### src/design/prescaled_match_timer_top_defines.svh
// Assertion macros used by the prescaled match timer core.
`ifndef PRESCALED_MATCH_TIMER_TOP_DEFINES_SVH
`define PRESCALED_MATCH_TIMER_TOP_DEFINES_SVH

// Checks that whenever the antecedent holds, the consequent holds in the same cycle.
`define PMT_ASSERT_SAME(label, clk, rst, ante, cons, msg) \
   label: assert property (@(posedge clk) disable iff (rst) (ante) |-> (cons)) \
      else $error(msg);

// Checks that whenever the antecedent holds, the consequent holds in the next cycle.
`define PMT_ASSERT_NEXT(label, clk, rst, ante, cons, msg) \
   label: assert property (@(posedge clk) disable iff (rst) (ante) |=> (cons)) \
      else $error(msg);

`endif

### src/design/pmt_pkg.sv
// Package with the shared types and codes of the prescaled match timer.
package pmt_pkg;

   // Fixed widths of the bus fields.
   localparam int DATA_WIDTH = 32;
   localparam int FUNC_WIDTH = 2;
   localparam int SEL_WIDTH = 3;

   // Default width of the counters, prescale value and match value.
   localparam int COUNTER_WIDTH_DEFAULT = 32;

   // Kinds of input word.
   localparam logic [FUNC_WIDTH-1:0] FUNC_TICK = 2'd0;
   localparam logic [FUNC_WIDTH-1:0] FUNC_WRITE = 2'd1;
   localparam logic [FUNC_WIDTH-1:0] FUNC_READ = 2'd2;

   // Register selects.
   localparam logic [SEL_WIDTH-1:0] REG_CONTROL = 3'd0;
   localparam logic [SEL_WIDTH-1:0] REG_MATCH_CONTROL = 3'd1;
   localparam logic [SEL_WIDTH-1:0] REG_PRESCALE = 3'd2;
   localparam logic [SEL_WIDTH-1:0] REG_MATCH_VALUE = 3'd3;
   localparam logic [SEL_WIDTH-1:0] REG_FLAGS = 3'd4;
   localparam logic [SEL_WIDTH-1:0] REG_COUNTER = 3'd5;
   localparam logic [SEL_WIDTH-1:0] REG_PRESCALE_COUNT = 3'd6;

   // One input word as held in the input register.
   typedef struct packed {
      logic [SEL_WIDTH-1:0] reg_select;
      logic [FUNC_WIDTH-1:0] func;
      logic [DATA_WIDTH-1:0] write_data;
   } item_type;

   // One result word.
   typedef struct packed {
      logic irq;
      logic [DATA_WIDTH-1:0] read_data;
   } result_type;

endpackage

### src/design/pmt_core.sv
// Timer registers, tick and bus access logic of the prescaled match timer.
`include "prescaled_match_timer_top_defines.svh"

module pmt_core #(
   parameter int COUNTER_WIDTH = pmt_pkg::COUNTER_WIDTH_DEFAULT
) (
   input  logic                clock,
   input  logic                reset,
   input  logic                step_valid,
   input  pmt_pkg::item_type   item,
   output pmt_pkg::result_type result
);

   logic                     count_enable_ff, count_enable_in;
   logic                     count_hold_reset_ff, count_hold_reset_in;
   logic                     match_irq_enable_ff, match_irq_enable_in;
   logic                     match_reset_enable_ff, match_reset_enable_in;
   logic [COUNTER_WIDTH-1:0] prescale_value_ff, prescale_value_in;
   logic [COUNTER_WIDTH-1:0] match_value_ff, match_value_in;
   logic                     irq_flag_ff, irq_flag_in;
   logic [COUNTER_WIDTH-1:0] timer_count_ff, timer_count_in;
   logic [COUNTER_WIDTH-1:0] prescale_count_ff, prescale_count_in;

   logic [COUNTER_WIDTH-1:0] write_value;
   logic [COUNTER_WIDTH-1:0] timer_wrap;
   logic                     prescale_wrap;

   assign write_value = item.write_data[COUNTER_WIDTH-1:0];
   assign prescale_wrap = (prescale_count_ff >= prescale_value_ff);

   // Timer count at a prescale wrap: back to zero on a match with match reset on.
   assign timer_wrap = (timer_count_ff == match_value_ff && match_reset_enable_ff)
                     ? '0 : timer_count_ff + 1'b1;

   // Next state for the word in the input register.
   always_comb begin
      count_enable_in = count_enable_ff;
      count_hold_reset_in = count_hold_reset_ff;
      match_irq_enable_in = match_irq_enable_ff;
      match_reset_enable_in = match_reset_enable_ff;
      prescale_value_in = prescale_value_ff;
      match_value_in = match_value_ff;
      irq_flag_in = irq_flag_ff;
      timer_count_in = timer_count_ff;
      prescale_count_in = prescale_count_ff;
      if (step_valid) begin
         case (item.func)
            pmt_pkg::FUNC_TICK: begin
               if (count_hold_reset_ff) begin
                  timer_count_in = '0;
                  prescale_count_in = '0;
               end else if (count_enable_ff) begin
                  if (prescale_wrap) begin
                     prescale_count_in = '0;
                     timer_count_in = timer_wrap;
                     if (timer_wrap == match_value_ff && match_irq_enable_ff) begin
                        irq_flag_in = 1'b1;
                     end
                  end else begin
                     prescale_count_in = prescale_count_ff + 1'b1;
                  end
               end
            end
            pmt_pkg::FUNC_WRITE: begin
               case (item.reg_select)
                  pmt_pkg::REG_CONTROL: begin
                     count_enable_in = item.write_data[0];
                     count_hold_reset_in = item.write_data[1];
                     if (item.write_data[1]) begin
                        timer_count_in = '0;
                        prescale_count_in = '0;
                     end
                  end
                  pmt_pkg::REG_MATCH_CONTROL: begin
                     match_irq_enable_in = item.write_data[0];
                     match_reset_enable_in = item.write_data[1];
                  end
                  pmt_pkg::REG_PRESCALE: begin
                     prescale_value_in = write_value;
                  end
                  pmt_pkg::REG_MATCH_VALUE: begin
                     match_value_in = write_value;
                  end
                  pmt_pkg::REG_FLAGS: begin
                     if (item.write_data[0]) begin
                        irq_flag_in = 1'b0;
                     end
                  end
                  pmt_pkg::REG_COUNTER: begin
                     if (!count_hold_reset_ff) begin
                        timer_count_in = write_value;
                     end
                  end
                  pmt_pkg::REG_PRESCALE_COUNT: begin
                     if (!count_hold_reset_ff) begin
                        prescale_count_in = write_value;
                     end
                  end
                  default: begin
                  end
               endcase
            end
            default: begin
            end
         endcase
      end
   end

   // Read multiplexer and the flag after this word.
   always_comb begin
      result.read_data = '0;
      result.irq = irq_flag_in;
      if (item.func == pmt_pkg::FUNC_READ) begin
         case (item.reg_select)
            pmt_pkg::REG_CONTROL: begin
               result.read_data = {30'd0, count_hold_reset_ff, count_enable_ff};
            end
            pmt_pkg::REG_MATCH_CONTROL: begin
               result.read_data = {30'd0, match_reset_enable_ff, match_irq_enable_ff};
            end
            pmt_pkg::REG_PRESCALE: begin
               result.read_data = pmt_pkg::DATA_WIDTH'(prescale_value_ff);
            end
            pmt_pkg::REG_MATCH_VALUE: begin
               result.read_data = pmt_pkg::DATA_WIDTH'(match_value_ff);
            end
            pmt_pkg::REG_FLAGS: begin
               result.read_data = {31'd0, irq_flag_ff};
            end
            pmt_pkg::REG_COUNTER: begin
               result.read_data = pmt_pkg::DATA_WIDTH'(timer_count_ff);
            end
            pmt_pkg::REG_PRESCALE_COUNT: begin
               result.read_data = pmt_pkg::DATA_WIDTH'(prescale_count_ff);
            end
            default: begin
               result.read_data = '0;
            end
         endcase
      end
   end

   // All timer registers, the control bits and the flag are cleared by reset.
   always_ff @(posedge clock) begin
      if (reset) begin
         count_enable_ff <= 1'b0;
         count_hold_reset_ff <= 1'b0;
         match_irq_enable_ff <= 1'b0;
         match_reset_enable_ff <= 1'b0;
         prescale_value_ff <= '0;
         match_value_ff <= '0;
         irq_flag_ff <= 1'b0;
         timer_count_ff <= '0;
         prescale_count_ff <= '0;
      end else begin
         count_enable_ff <= count_enable_in;
         count_hold_reset_ff <= count_hold_reset_in;
         match_irq_enable_ff <= match_irq_enable_in;
         match_reset_enable_ff <= match_reset_enable_in;
         prescale_value_ff <= prescale_value_in;
         match_value_ff <= match_value_in;
         irq_flag_ff <= irq_flag_in;
         timer_count_ff <= timer_count_in;
         prescale_count_ff <= prescale_count_in;
      end
   end

   // While held in counter reset both counters sit at zero.
   `PMT_ASSERT_SAME(a_hold_clears_counters, clock, reset, count_hold_reset_ff,
      (timer_count_ff == '0 && prescale_count_ff == '0), "counter not zero during hold")

   // The flag is only set by a tick with match interrupts enabled.
   `PMT_ASSERT_SAME(a_flag_set_by_tick, clock, reset, $rose(irq_flag_ff),
      ($past(step_valid) && $past(item.func) == pmt_pkg::FUNC_TICK
       && $past(match_irq_enable_ff)), "flag set without an enabled match")

   // The flag only clears through a write to the flags register or through reset.
   `PMT_ASSERT_SAME(a_flag_clear_by_write, clock, reset, $fell(irq_flag_ff),
      ($past(reset) || ($past(step_valid) && $past(item.func) == pmt_pkg::FUNC_WRITE
       && $past(item.reg_select) == pmt_pkg::REG_FLAGS)), "flag cleared unexpectedly")

endmodule

### src/design/prescaled_match_timer_top.sv
// A word taken passes through the input register, then the result register, before it is offered as a result.
// Throughput: one word per cycle in and out, with no gap while rsp_tready is high.
// The input register and result register each hold one word; while a result waits,
// req_tready stays high only until the input register is filled as well.
// Synchronous reset clears all timer registers, the flag and both valid bits.
// Top level of the prescaled match timer: input register, core and result register.
module prescaled_match_timer_top #(
   parameter int COUNTER_WIDTH = pmt_pkg::COUNTER_WIDTH_DEFAULT
) (
   input  logic        clock,
   input  logic        reset,
   input  logic        req_tvalid,
   output logic        req_tready,
   input  logic [31:0] req_tdata,  // [31:0] write_data
   input  logic [4:0]  req_tuser,  // [1:0] func, [4:2] reg_select
   output logic        rsp_tvalid,
   input  logic        rsp_tready,
   output logic [39:0] rsp_tdata   // [31:0] read_data, [32] irq, [39:33] zero
);

   logic                in_valid_ff, in_valid_in;
   pmt_pkg::item_type   in_item_ff, in_item_in;
   logic                out_valid_ff, out_valid_in;
   pmt_pkg::result_type out_result_ff, out_result_in;
   pmt_pkg::result_type core_result;
   logic                step;

   // The word in the input register moves on when the result register is free.
   assign step = in_valid_ff && (!out_valid_ff || rsp_tready);
   assign req_tready = !in_valid_ff || step;

   // Input register.
   always_comb begin
      in_valid_in = in_valid_ff;
      in_item_in = in_item_ff;
      if (req_tready) begin
         in_valid_in = req_tvalid;
         in_item_in.write_data = req_tdata;
         in_item_in.func = req_tuser[1:0];
         in_item_in.reg_select = req_tuser[4:2];
      end
   end

   pmt_core #(
      .COUNTER_WIDTH(COUNTER_WIDTH)
   ) u_core (
      .clock(clock),
      .reset(reset),
      .step_valid(step),
      .item(in_item_ff),
      .result(core_result)
   );

   // Result register.
   always_comb begin
      out_valid_in = out_valid_ff;
      out_result_in = out_result_ff;
      if (!out_valid_ff || rsp_tready) begin
         out_valid_in = step;
         out_result_in = core_result;
      end
   end

   always_ff @(posedge clock) begin
      if (reset) begin
         in_valid_ff <= 1'b0;
         out_valid_ff <= 1'b0;
      end else begin
         in_valid_ff <= in_valid_in;
         out_valid_ff <= out_valid_in;
      end
      in_item_ff <= in_item_in;
      out_result_ff <= out_result_in;
   end

   assign rsp_tvalid = out_valid_ff;
   assign rsp_tdata = {7'd0, out_result_ff.irq, out_result_ff.read_data};

endmodule

### config.mk
export PLATFORM = sky130hd
export DESIGN_NAME = prescaled_match_timer_top
export DESIGN_NICKNAME = d
export VERILOG_FILES = /design/src/design/pmt_pkg.sv /design/src/design/pmt_core.sv /design/src/design/prescaled_match_timer_top.sv
export VERILOG_INCLUDE_DIRS = /design/src /design/src/design
export SDC_FILE = /design/constraint.sdc
export NUM_CORES = 1
export LEC_CHECK = 0
export BUFFER_PORTS_ARGS = -buffer_cell sky130_fd_sc_hd__buf_2
export CAP_MARGIN = 40
export CORE_ASPECT_RATIO = 0.8
export CORE_MARGIN = 1.5
export CORE_UTILIZATION = 38
export DETAILED_ROUTE_END_ITERATION = 7
export SLEW_MARGIN = 20
export SYNTH_ARGS = -nofsm -noshare
export SYNTH_HDL_FRONTEND = slang
export SYNTH_SLANG_ARGS = --single-unit
### constraint.sdc
create_clock -name clock -period 8.1 [get_ports clock]
set_input_delay 1.62 -clock clock [delete_from_list [all_inputs] [get_ports clock]]
set_output_delay 1.62 -clock clock [all_outputs]
set_load 0.02 [all_outputs]
== Word-level counts from Yosys, hierarchy flattened ==
Cells that the tools add are included.
Widths: inputs -> output; s select.

* Muxes and demuxes: 22
* Add/sub/neg operators: 2
* Eq/ne operators: 17
* Reduce and logical (&&, ||, !) cells: 16
* Magnitude comparators: 1

{| class="wikitable"
|+ Operators with widths
! kind !! count
|-
| $mux 32 || 9
|-
| $pmux 32 s2 || 4
|-
| $pmux 32 s7 || 1
|-
| $add 32x1->32 const B || 2
|-
| $eq 32x32->1 || 2
|-
| $ge 32x32->1 || 1
|-
| $ne 3x1->1 const B || 4
|-
| $reduce_and 3->1 || 4
|-
| $eq 3x3->1 const B || 3
|-
| $ne 3x3->1 const B || 3
|-
| $mux 1 || 7
|-
| $reduce_and 7->1 || 1
|-
| $eq 3x2->1 const B || 2
|-
| $reduce_and 6->1 || 1
|-
| $eq 3x1->1 const B || 1
|-
| $logic_and 1x1->1 || 3
|-
| $logic_not 3->1 || 1
|-
| $eq 2x1->1 const B || 1
|-
| $eq 2x2->1 const B || 1
|-
| $logic_not 1->1 || 2
|-
| $logic_not 2->1 || 1
|-
| $logic_or 1x1->1 || 2
|-
| $pmux 1 s2 || 1
|-
| $reduce_bool 2->1 || 1
|}

* Register bits: 205
* Output and inout port bits: 42
* Input port bits: 41

== Logic depth before layout (Yosys ltp) ==
* Word-level depth: 11
* Mapped depth: 13

== By module ==
A second synthesis with hierarchy kept.

* Cell total of the unflattened synthesis: 1421
* Area, all modules: 11806.3 um^2

{| class="wikitable"
|+ By module, submodules not included
! module !! area an instance (um^2) !! cells each !! sequential area each (um^2) !! times used
|-
| pmt_core || 9570.4 || 1334 || 2662.6 || 1
|-
| prescaled_match_timer_top || 2235.9 || 87 || 2142.1 || 1
|}

== Worst setup path after synthesis ==
OpenSTA, ideal clock, no wires.

* Path type: input to output
* Start point: input port rsp_tready
* End point: output port req_tready
* Path slack: 3.857 ns
* Required time: 6.480 ns
* Arrival: 2.623 ns
* Cell stages on the path: 2
* Path buffers: 0
* Cells stage by stage: nor2b_1 > nand2_1

* Longest elaborated chain between the ends: 3

{| class="wikitable"
|+ Ends and longest elaborated chain
! item !! line !! source
|-
| start: declaration || prescaled_match_timer_top.sv:17 || <nowiki>input logic rsp_tready,</nowiki>
|-
| $logic_or 1x1->1 || prescaled_match_timer_top.sv:29 || <nowiki>assign step = in_valid_ff && (!out_valid_ff || rsp_tready);</nowiki>
|-
| $logic_and 1x1->1 || prescaled_match_timer_top.sv:29 ||
|-
| $logic_or 1x1->1 || prescaled_match_timer_top.sv:30 || <nowiki>assign req_tready = !in_valid_ff || step;</nowiki>
|-
| end: declaration || prescaled_match_timer_top.sv:13 || <nowiki>output logic req_tready,</nowiki>
|}

Every way passes these cells.

== Worst setup path after layout ==
* Start point: register u_core.prescale_value_ff[27]
* End point: register u_core.prescale_count_ff[3]

* Longest elaborated chain between the ends: 5

{| class="wikitable"
|+ Ends and longest elaborated chain
! item !! line !! source
|-
| start: declaration || pmt_core.sv:18 || <nowiki>logic [COUNTER_WIDTH-1:0] prescale_value_ff, prescale_value_in;</nowiki>
|-
| start signal: assignment || pmt_core.sv:160 || <nowiki>prescale_value_ff <= prescale_value_in;</nowiki>
|-
| $ge 32x32->1 || pmt_core.sv:29 || <nowiki>assign prescale_wrap = (prescale_count_ff >= prescale_value_ff);</nowiki>
|-
| $mux 32 || pmt_core.sv:53 || <nowiki>if (prescale_wrap) begin</nowiki>
|-
| $mux 32 || pmt_core.sv:52 || <nowiki>end else if (count_enable_ff) begin</nowiki>
|-
| $mux 32 || pmt_core.sv:49 || <nowiki>if (count_hold_reset_ff) begin</nowiki>
|-
| $pmux 32 s2 || pmt_core.sv:47 || <nowiki>case (item.func)</nowiki>
|-
| end signal: assignment || pmt_core.sv:164 || <nowiki>prescale_count_ff <= prescale_count_in;</nowiki>
|-
| end: declaration || pmt_core.sv:22 || <nowiki>logic [COUNTER_WIDTH-1:0] prescale_count_ff, prescale_count_in;</nowiki>
|}

Every way passes these cells. The select of a mux whose other input is x is not followed.
A chain may end at the register's enable or synchronous reset.

==> out/qor_table.md <==
| Result | This run | Unit |
|:---|:---|:---|
| Synth Area per Inst | 8.44 | sq um |
| Floorplan die width | 201 | um |
| Worst max-slew margin expressed relative to the limit | 0.463 | - |
| Master cell of the clock root buffer | clkbuf_16 | - |
| Number of buffers added by the clock tree synthesis step | 23 | - |
| Max-cap violation count | 0 | - |
| Capturing element type of the critical path | flop | - |
| Length of the first detailed-routing pass in iterations | 6 | - |
| Yosys cell types | 80 | - |
| Finished Core Util | 0.429 | - |
| Portion of synthesized cell area occupied by the leading cell type | 0.227 | - |
| Internal power consumption | 1.73 | mW |
| Achievable Freq | 230 | MHz |
| Total placed instance area | 12400 | sq um |
| Input/output buffers | 75 | - |
| Clk buf depth | 3 | - |
| Endpoints failing setup | 0 | - |
| DRC violation count after routing | 0 | - |
| Average vias per placed instance | 6.03 | - |
| Dominant cells by area after synthesis | dfxtp_1 23%, edfxtp_1 18%, nand2_1 8.0%, a22oi_1 7.1%, a21oi_1 5.3% | - |
| Routed via count | 11200 | - |
| Sequential Power Share | 0.482 | - |
| Share of synthesized flip-flops with an asynchronous set or reset | 0 | - |
| Number of antenna violations at the first check in global routing | 0 | - |
| Row count | 57 | - |
| Proportion of total power due to net switching | 0.260 | - |
| Maximum number of pins on one net before global-route repair | 71 | - |
| Source-to-sink clock delay at the later pin of the worst-skew pair | 0.53 | ns |
| Met2 Usage GRT | 0.398 | - |
| Sequential area share after synthesis | 0.404 | - |
| Starting utilization of the core area | 0.389 | - |
| Unrepaired setup endpoints after global routing | false | - |
| Number of hold buffers added after cts | 0 | - |
| Mapped cell area | 11900 | sq um |
| Final period utilization | 0.536 | - |
| Most Used Layer, Global Route | met2 | - |
| TritonCTS clock tree | yes | - |
| Combined global-route utilization of all metal layers | 0.255 | - |
| Share of final-layout standard cells stronger than drive strength 1 | 0.111 | - |
| Area of the core | 30600 | sq um |
| Power per Cell Area | 178 | nW/um^2 |
| Required time of the critical path | 8.52 | ns |
| Antenna diode count | 0 | - |
| HPWL after detailed placement | 29000 | um |
| Minimum clock period | 4.34 | ns |
| CTS sink count | 205 | - |
| Peak supply drop | 151 | uV |
| Final Max Tran Viols | 0 | - |
| Setup clock skew after layout | 0.0181 | ns |
| Global-route congestion overflow total | 0 | - |
| Met1 capacity usage during global routing | 0.366 | - |
| Number of synthesized flops with an enable pin | 70 | - |
| Crit path DAT | 4.77 | ns |
| Startpoint kind of the worst setup timing path | flop | - |
| Post-cts gate resize count | 0 | - |
| Total area of multi-input combinational cells | 6330 | sq um |
| Outcome | completed | - |
| Number of standard cells after synthesis | 1409 | - |
| Maximum net fanout on the critical path | 20 | - |
| Die height | 161 | um |
| First DRT Iteration DRCs | 1151 | - |
| Hold slack | 0.472 | ns |
| Synth Register Bits | 205 | - |
| Mean routed wirelength per cell | 22.7 | um |
| Pre-CTS WS | 3.72 | ns |
| Most used standard cell by instance count after synthesis | nand2_1 | - |
| Global-route wire length before repair | 63500 | um |
| Met3 demand-to-capacity share in global routing | 0.0293 | - |
| Sum of routed wire length over all layers | 42000 | um |
| Vias in the first global route | 10100 | - |
| Synth Warn # | 0 | - |
| Register clock-pin slew on the reported worst setup and hold paths | 0.06 | ns |
| Kind of path behind the tightest hold check | flop to flop | - |
| Fraction of power consumed by the clock network | 0.441 | - |
| Placer congestion estimate | 0.932 | - |
| Post-route ant nets | 0 | - |
| Final Cell Area | 13100 | sq um |
| Minimum setup slack in the final design | 3.76 | ns |
| Library cell with the largest summed area after synthesis | dfxtp_1 | - |
| Die area | 32400 | sq um |
| Net switching power of the design | 608 | uW |
| CTS H-Tree Depth | 1 | - |
| Final #Nets | 1496 | - |
| Number of hold violations in the final report | 0 | - |
| Transition time of the tightest slew-check pin | 0.806 | ns |
| Combinational share of power | 0.078 | - |
| Leakage power figure | 4.45 | nW |
| Most frequently used flop master after synthesis | dfxtp_1 | - |
| Synth top cells by count | 252 x nand2_1, 135 x dfxtp_1, 126 x a21oi_1 | - |
| Area of all sequential standard cells | 4800 | sq um |
| Count of filler cells inserted in the layout | 3071 | - |
| Setup total negative slack | 0 | ns |
| Category of the critical setup timing path | flop to flop | - |
| Worst setup slack for register-to-register paths | 3.76 | ns |
| Top-Level Pins | 83 | - |
| Area grow syn2layout | 10.3 | % |
| Buffer count from post-CTS setup fixing | 0 | - |
## registers in the layout, indices dropped and copies added, names as in the netlist, 32 cells and up
name                      flops
u_core.match_value_ff        32
rsp_tdata                    33
u_core.prescale_value_ff     32
in_item_ff                   37
u_core.prescale_count_ff     32
u_core.timer_count_ff        32
## layout make-up
type,count,area share
flip-flops and latches,205,0.366
clock buffers,34,0.0501
inverters,47,0.0134
multi-input cells,1046,0.482
clock inverters,7,0.00458
well taps,413,0.0394
repair buffers,98,0.0442
## layer usage
layer,vias up,share of wire
li1,5110,-
met1,5439,0.45
met2,529,0.45
met3,79,0.068
met4,0,0.034
met5,-,0
## stage by stage
| stage | cells | total power, mW |
|---|---|---|
| final | 1850 | 2.34 |
| after global placement | 1803 | 1.32 |
| after global routing | 1850 | 2.40 |
| after detailed placement | 1807 | 1.32 |
| after floorplan | 1415 | 1.25 |
| after CTS | 1848 | 2.35 |
## final timing paths
| path | start | end | cells after the start |
|---|---|---|---|
| setup reg to reg | u_core.prescale_value_ff[27] | u_core.prescale_count_ff[3] | 12 |
| hold reg to reg | u_core.prescale_value_ff[5] | u_core.prescale_value_ff[5] | 2 |
| setup / recovery | u_core.prescale_value_ff[27] | u_core.prescale_count_ff[3] | 12 |
| hold / removal | u_core.prescale_value_ff[5] | u_core.prescale_value_ff[5] | 2 |
## worst max-delay path, stage by stage (launching register included)
cell	delay, ns
dfxtp_1	0.35
inv_1	0.05
ha_1	0.31
a21oi_1	0.17
o21ai_0	0.11
a2111oi_0	0.71
o211ai_1	0.24
a31oi_2	0.52
nand2_1	0.57
buf_8	0.34
inv_1	0.45
nand2_1	0.12
a311oi_1	0.29
## cell families (layout without fill, tap and decap cells)
logic type	count (synthesis)	in the layout	share of synthesized area
AO/OA/AOI/OAI	396	396	0.220
AND/OR/NAND/NOR	529	529	0.211
buffers and inverters	164	186	0.0684
adder cells (fa/ha/maj)	34	34	0.0358
other	1	7	0.000315
flip-flops	205	205	0.404
multiplexers	8	8	0.00694
XOR/XNOR	72	72	0.0542
## layout by cell type, fill, tap and decap left out, types with 10 or more instances in the layout
cell and count:
inv_1 47, nand2_1 250, a21oi_1 126, o21ai_0 55, and4_1 10, nor3_1 15, clkbuf_16 23, and2_1 10
nand4_1 32, nor2_1 102, nand3_1 37, buf_2 75, nor4_1 10, o211ai_1 14, dfxtp_1 135, buf_4 18
xor2_1 25, a211oi_1 19, ha_1 34, edfxtp_1 70, xnor2_1 46, a22oi_1 112, and3_1 10, o31ai_1 20
## power by group through the flow
stage          Clock (mW)  Combinational (mW)  Sequential [mW]
2_1_floorplan           0               0.116             1.13
3_3_place_gp            0               0.169             1.15
3_5_place_dp            0               0.176             1.15
4_1_cts              1.05               0.177             1.13
5_1_grt              1.08               0.195             1.13
6_report             1.03               0.181             1.13
No activity file was read; power rests on OpenSTA's default activity.
